## src/hdl/cwsp_pkg.sv

```systemverilog
`default_nettype none
package cwsp_pkg;

  localparam int MAX_PIECES = 1024;
  localparam int PIECE_BITS = 10;
  localparam int IDX_W      = $clog2(MAX_PIECES);
  localparam int CNT_W      = $clog2(MAX_PIECES + 1);
  localparam int TARGET_W   = 21;
  localparam int COUNT_W    = 11;
  localparam int CFG_W      = 21;
  localparam int SUM_W      = (PIECE_BITS + CNT_W > TARGET_W) ? PIECE_BITS + CNT_W : TARGET_W;
  localparam int HCNT_W     = 2 * CNT_W;
  localparam int HIST_DEPTH = 1 << TARGET_W;
  localparam int WAY_W      = 32;

  typedef enum logic [1:0] {
    CFG_TARGET  = 2'd0,
    CFG_COUNT_A = 2'd1,
    CFG_COUNT_B = 2'd2
  } cfg_idx_e;

  typedef enum logic [2:0] {
    ST_IDLE,
    ST_CLEAR,
    ST_FETCH,
    ST_SUM,
    ST_UPDATE,
    ST_TAIL_RD,
    ST_TAIL_ADD,
    ST_DONE
  } state_e;

  typedef struct packed {
    logic                  operation;
    logic [PIECE_BITS-1:0] piece_size;
  } req_t;

  typedef struct packed {
    logic [WAY_W-1:0] way_count;
    logic             saturated;
  } res_t;

  typedef struct packed {
    logic accept;
    logic clear;
    logic sum;
    logic update;
    logic tail_rd;
    logic tail_add;
  } cmd_t;

  typedef struct packed {
    logic trigger;
    logic clr_last;
    logic over;
    logic run_end;
    logic last_start;
    logic phase_b;
  } stat_t;

  // count register to working length: zero acts as one, clamp at capacity
  function automatic logic [CNT_W-1:0] eff_count(input logic [COUNT_W-1:0] r);
    logic [31:0] v;
    v = 32'(r);
    if (v == 32'd0) v = 32'd1;
    else if (v > 32'(MAX_PIECES)) v = 32'(MAX_PIECES);
    return CNT_W'(v);
  endfunction

endpackage
`default_nettype wire

```

## src/hdl/cwsp_ctrl.sv

```systemverilog
`default_nettype none
module cwsp_ctrl (
  input  wire logic          clk_i,
  input  wire logic          rst_ni,
  input  wire logic          start,
  output logic               busy,
  output logic               res_valid_o,
  input  wire cwsp_pkg::stat_t stat_i,
  output cwsp_pkg::cmd_t     cmd_o
);
  import cwsp_pkg::*;

  state_e state_q, state_d;

  always_ff @(posedge clk_i or negedge rst_ni) begin
    if (!rst_ni) state_q <= ST_IDLE;
    else         state_q <= state_d;
  end

  always_comb begin
    state_d     = state_q;
    cmd_o       = '0;
    busy        = 1'b1;
    res_valid_o = 1'b0;
    case (state_q)
      ST_IDLE: begin
        busy = 1'b0;
        if (start) begin
          cmd_o.accept = 1'b1;
          if (stat_i.trigger) state_d = ST_CLEAR;
        end
      end
      ST_CLEAR: begin
        cmd_o.clear = 1'b1;
        if (stat_i.clr_last) state_d = ST_FETCH;
      end
      ST_FETCH: state_d = ST_SUM;
      ST_SUM: begin
        cmd_o.sum = 1'b1;
        if (!stat_i.over) state_d = ST_UPDATE;
        else if (stat_i.last_start && !stat_i.phase_b) state_d = ST_TAIL_RD;
        else state_d = ST_FETCH;
      end
      ST_UPDATE: begin
        cmd_o.update = 1'b1;
        if (stat_i.run_end && stat_i.last_start && !stat_i.phase_b) state_d = ST_TAIL_RD;
        else state_d = ST_FETCH;
      end
      ST_TAIL_RD: begin
        cmd_o.tail_rd = 1'b1;
        state_d = ST_TAIL_ADD;
      end
      ST_TAIL_ADD: begin
        cmd_o.tail_add = 1'b1;
        state_d = ST_DONE;
      end
      ST_DONE: begin
        res_valid_o = 1'b1;
        state_d = ST_IDLE;
      end
      default: state_d = ST_IDLE;
    endcase
  end
endmodule
`default_nettype wire

```

## config.mk

```make
export PLATFORM = sky130hd
export DESIGN_NAME = cwsp_ctrl
export DESIGN_NICKNAME = d
export VERILOG_FILES = /design/src/hdl/cwsp_pkg.sv /design/src/hdl/cwsp_ctrl.sv
export SDC_FILE = /design/constraint.sdc
export NUM_CORES = 1
export LEC_CHECK = 0
export BUFFER_PORTS_ARGS = -buffer_cell sky130_fd_sc_hd__buf_2
export CORE_AREA = 2 2 39 41
export DETAILED_ROUTE_END_ITERATION = 6
export DIE_AREA = 0 0 41 43
export GPL_TIMING_DRIVEN = 0
export PLACE_DENSITY = 0.4
export SYNTH_ARGS = -nofsm -noshare
export SYNTH_HDL_FRONTEND = slang
export SYNTH_SLANG_ARGS = --single-unit
```

## constraint.sdc

```tcl
create_clock -name clk_i -period 1.5 [get_ports clk_i]
set_input_delay 0.075 -clock clk_i [delete_from_list [all_inputs] [get_ports clk_i]]
set_output_delay 0.075 -clock clk_i [all_outputs]
set_load 0.05 [all_outputs]
```

==> summary.txt <==
Timing
  • Clock Skews: 0.385 ps
  • Max-slew violations: 0
  • Max Clock Freq: ~700 MHz
  • Slew @ Worst Pin: 301 ps
  • Rel. slew slack: around four fifths
  • Hold WS: approximately 140 ps
  • Tmin final: 1450 ps
  • RSZ-0062 raised after global routing: true
  • Final setup vio count: 0
  • Final period util: between 90 and 100%
  • Hold violation count in the final report: 0

Detailed routing
  • Met3 Routed Length: 47 um
  • Top Metal Used: met3
  • Residual DRC: 0
  • DR WL/cell: 9.23 um
  • Router iterations before antenna repair: 2
  • Met2 Routed Length: roughly 320 um
  • Routed wire length: 655 um
  • Met1 wire length: around 290 um
  • Vias after detailed routing: 307
  • Routed vias/inst: 4.32
  • Routed Antenna Nets: 0
  • Initial DRC count: 4

Final layout
  • Antenna Cells: 0
  • Top flop regs: state_q: 3 flops
  • Number of nets in the layout: 65
  • Finished Layout Cells: 71
  • Biggest register: state_q
  • Layout cells sized above 1: about 45%
  • Area Overhead vs Synth: 60.3%
  • Max reg flops: 3

Setup path
  • Critical path class: reg -> out
  • R2R depth: 4
  • Reg2Reg Setup Slack: about 300 ps
  • CP cell instances: buf_6, or3_4, nor2_4, buf_8
  • Levels on crit path: 4
  • Worst Setup SP: state_q[0]
  • CP peak stage delay: roughly 410 ps
  • Reg2reg start: state_q[0]
  • Critical path's top delay family: simple AND/OR/NAND/NOR gates
  • Reg2reg end: state_q[0]
  • CP max-delay cell: or3_4
  • WP data required: about 1400 ps
  • Buf+Inv Stages, Crit Path: 2
  • Crit end category: output port
  • Critical path capture point: cmd_o[5]
  • CP Max Fanout: 10
  • CP Launch Type: flip-flop
  • Worst path arrival time: approximately 1400 ps

Clock network
  • CTS tree: yes
  • Clock transition at the registers of the reported paths: around 30 ps
  • Clock Latency Late Sink: roughly 230 ps
  • CTS HTree Levels: 1
  • CTS Sinks: 3
  • CTS Buf Count: 3
  • Clk root buf: clkbuf_4
  • CTS Buffer Depth: 2

Yosys
  • Yosys cell types: 20
  • EDFF count, synth: 0
  • Post-synth top area share: between 20 and 30%
  • Yosys top cell by area: dfrtp_1
  • Ys async rst share: 100%
  • Syn avg cell area: 7.69 um2
  • Total number of yosys warnings: 0
  • Sequential-to-total area share from yosys stat: roughly 29%
  • Cells after Synth: 34
  • FF+latch count, synth: 3
  • Syn Nets: 43
  • Cell Area, Synth: roughly 260 um2
  • Main synth FF type: dfrtp_1
  • Top cells by area, synth: dfrtp_1 (29%), o21ai_0 (7.7%), inv_1 (5.7%)
  • Most frequent cells after synthesis: inv_1 (4), nor2_1 (4), o21ai_0 (4)

Floorplanning
  • Initial Utilization: about a fifth
  • Full die area: 1760 um2
  • Core Region: roughly 1400 um2
  • Die X-Extent: between 40 and 50 um
  • Std-Cell Rows: 14
  • Die height: 43 um
  • I/O pin count: 17

Placement
  • Gp weighted congestion: approximately 0.68
  • HPWL after detailed placement: ~500 um
  • Placed cells: 66
  • Port buffer count: 16

Global routing
  • Largest net degree at the start of global routing: 11
  • Tot GR Track Use: under 10%
  • GRT overflow: 0
  • Antenna violations before repair: 0
  • First-pass GRT wire length: 1.05 mm
  • Vias in the first global route: 288

Outcome
  • Status: finished, final reports clean

Power
  • Maximum vdd ir drop: 0.000581 V
  • PD cells: between 2000 and 2500 nW/um2
  • Static Leakage: approximately 0.22 nW

Run
  • Max Cap Viol: 0

Min path
  • Min-Delay Path Class: in -> reg
tightest hold or removal path, stage by stage:
cell and delay (ps):
buf_2 90, a21oi_2 50, a21oi_1 110
where the power goes:
group | internal, mW | total [mW] | switching [mW]
clock network | 0.0994 | 0.137 | 0.0377
logic | 0.228 | 0.673 | 0.445
registers | 0.122 | 0.158 | 0.0364
area by class of cell:
| type | count | area, um2 |
|---|---|---|
| Clock buffer | 4 | 26.3 |
| Multi-Input combinational cell | 25 | 160 |
| Timing Repair Buffer | 17 | 100 |
| Sequential cell | 3 | 75.1 |
| Tap cell | 16 | 20.0 |
| Fill cell | 158 | 965 |
| Inverter | 4 | 15.0 |
| Buffer | 2 | 22.5 |
routing by layer:
layer,global-route usage [%],vias up
li1,-,162
met4,6.00,0
met1,8.74,135
met2,15.0,10
met5,0,-
met3,3.14,0
worst min-delay path by stage:
| stage | slack [ps] | depth (start not counted) | start | to |
|---|---|---|---|---|
| floorplan | -220 | 0 | rst_ni | state_q[0] |
| detailed placement | -130 | 1 | rst_ni | state_q[1] |
| global route | 150 | 3 | stat_i[3] | state_q[0] |
| finish | 140 | 3 | stat_i[5] | state_q[0] |
| global placement | -130 | 1 | rst_ni | state_q[1] |
| CTS | 130 | 3 | stat_i[3] | state_q[0] |
stage by stage:
stage / setup TNS [ps] / setup slack [ps] / utilization, % / power, mW / area, um2
2_1_floorplan: 0 / 4.77 / - / 0.673 / 264
3_3_place_gp: 0 / 208 / 26.3 / 0.812 / 364
3_5_place_dp: 0 / 204 / 26.3 / 0.807 / 364
4_1_cts: 0 / 11.1 / 29.1 / 0.958 / 403
5_1_grt: -10.0 / -10.0 / 30.3 / 1.06 / 419
6_report: 0 / 47.8 / 30.3 / 0.968 / 419
timing repair:
action	CTS	global route
gates resized for setup	1	4
pin swaps	0	1
endpoints found under the setup margin	1	1
hold buffers	1	0
setup buffers	0	0
hold endpoints to repair	3	0
placed cells by master, fill, tap and decap left out, types with 2 or more instances in the layout:
cell	n
clkbuf_4	3
buf_2	15
buf_6	2
nand2_1	2
inv_1	4
o21ai_0	4
o31ai_1	2
and3_1	2
dfrtp_1	3
nor2_1	3
cells by family after synthesis:
logic type             count (synthesis)  share of synthesized area (%)
and+or+nand+nor                       15                           33.5
AOI/OAI and AO/OA                     10                           24.9
buffers and inverters                  6                           12.9
DFF                                    3                           28.7
Note: power is estimated with default switching activity, not from simulation.
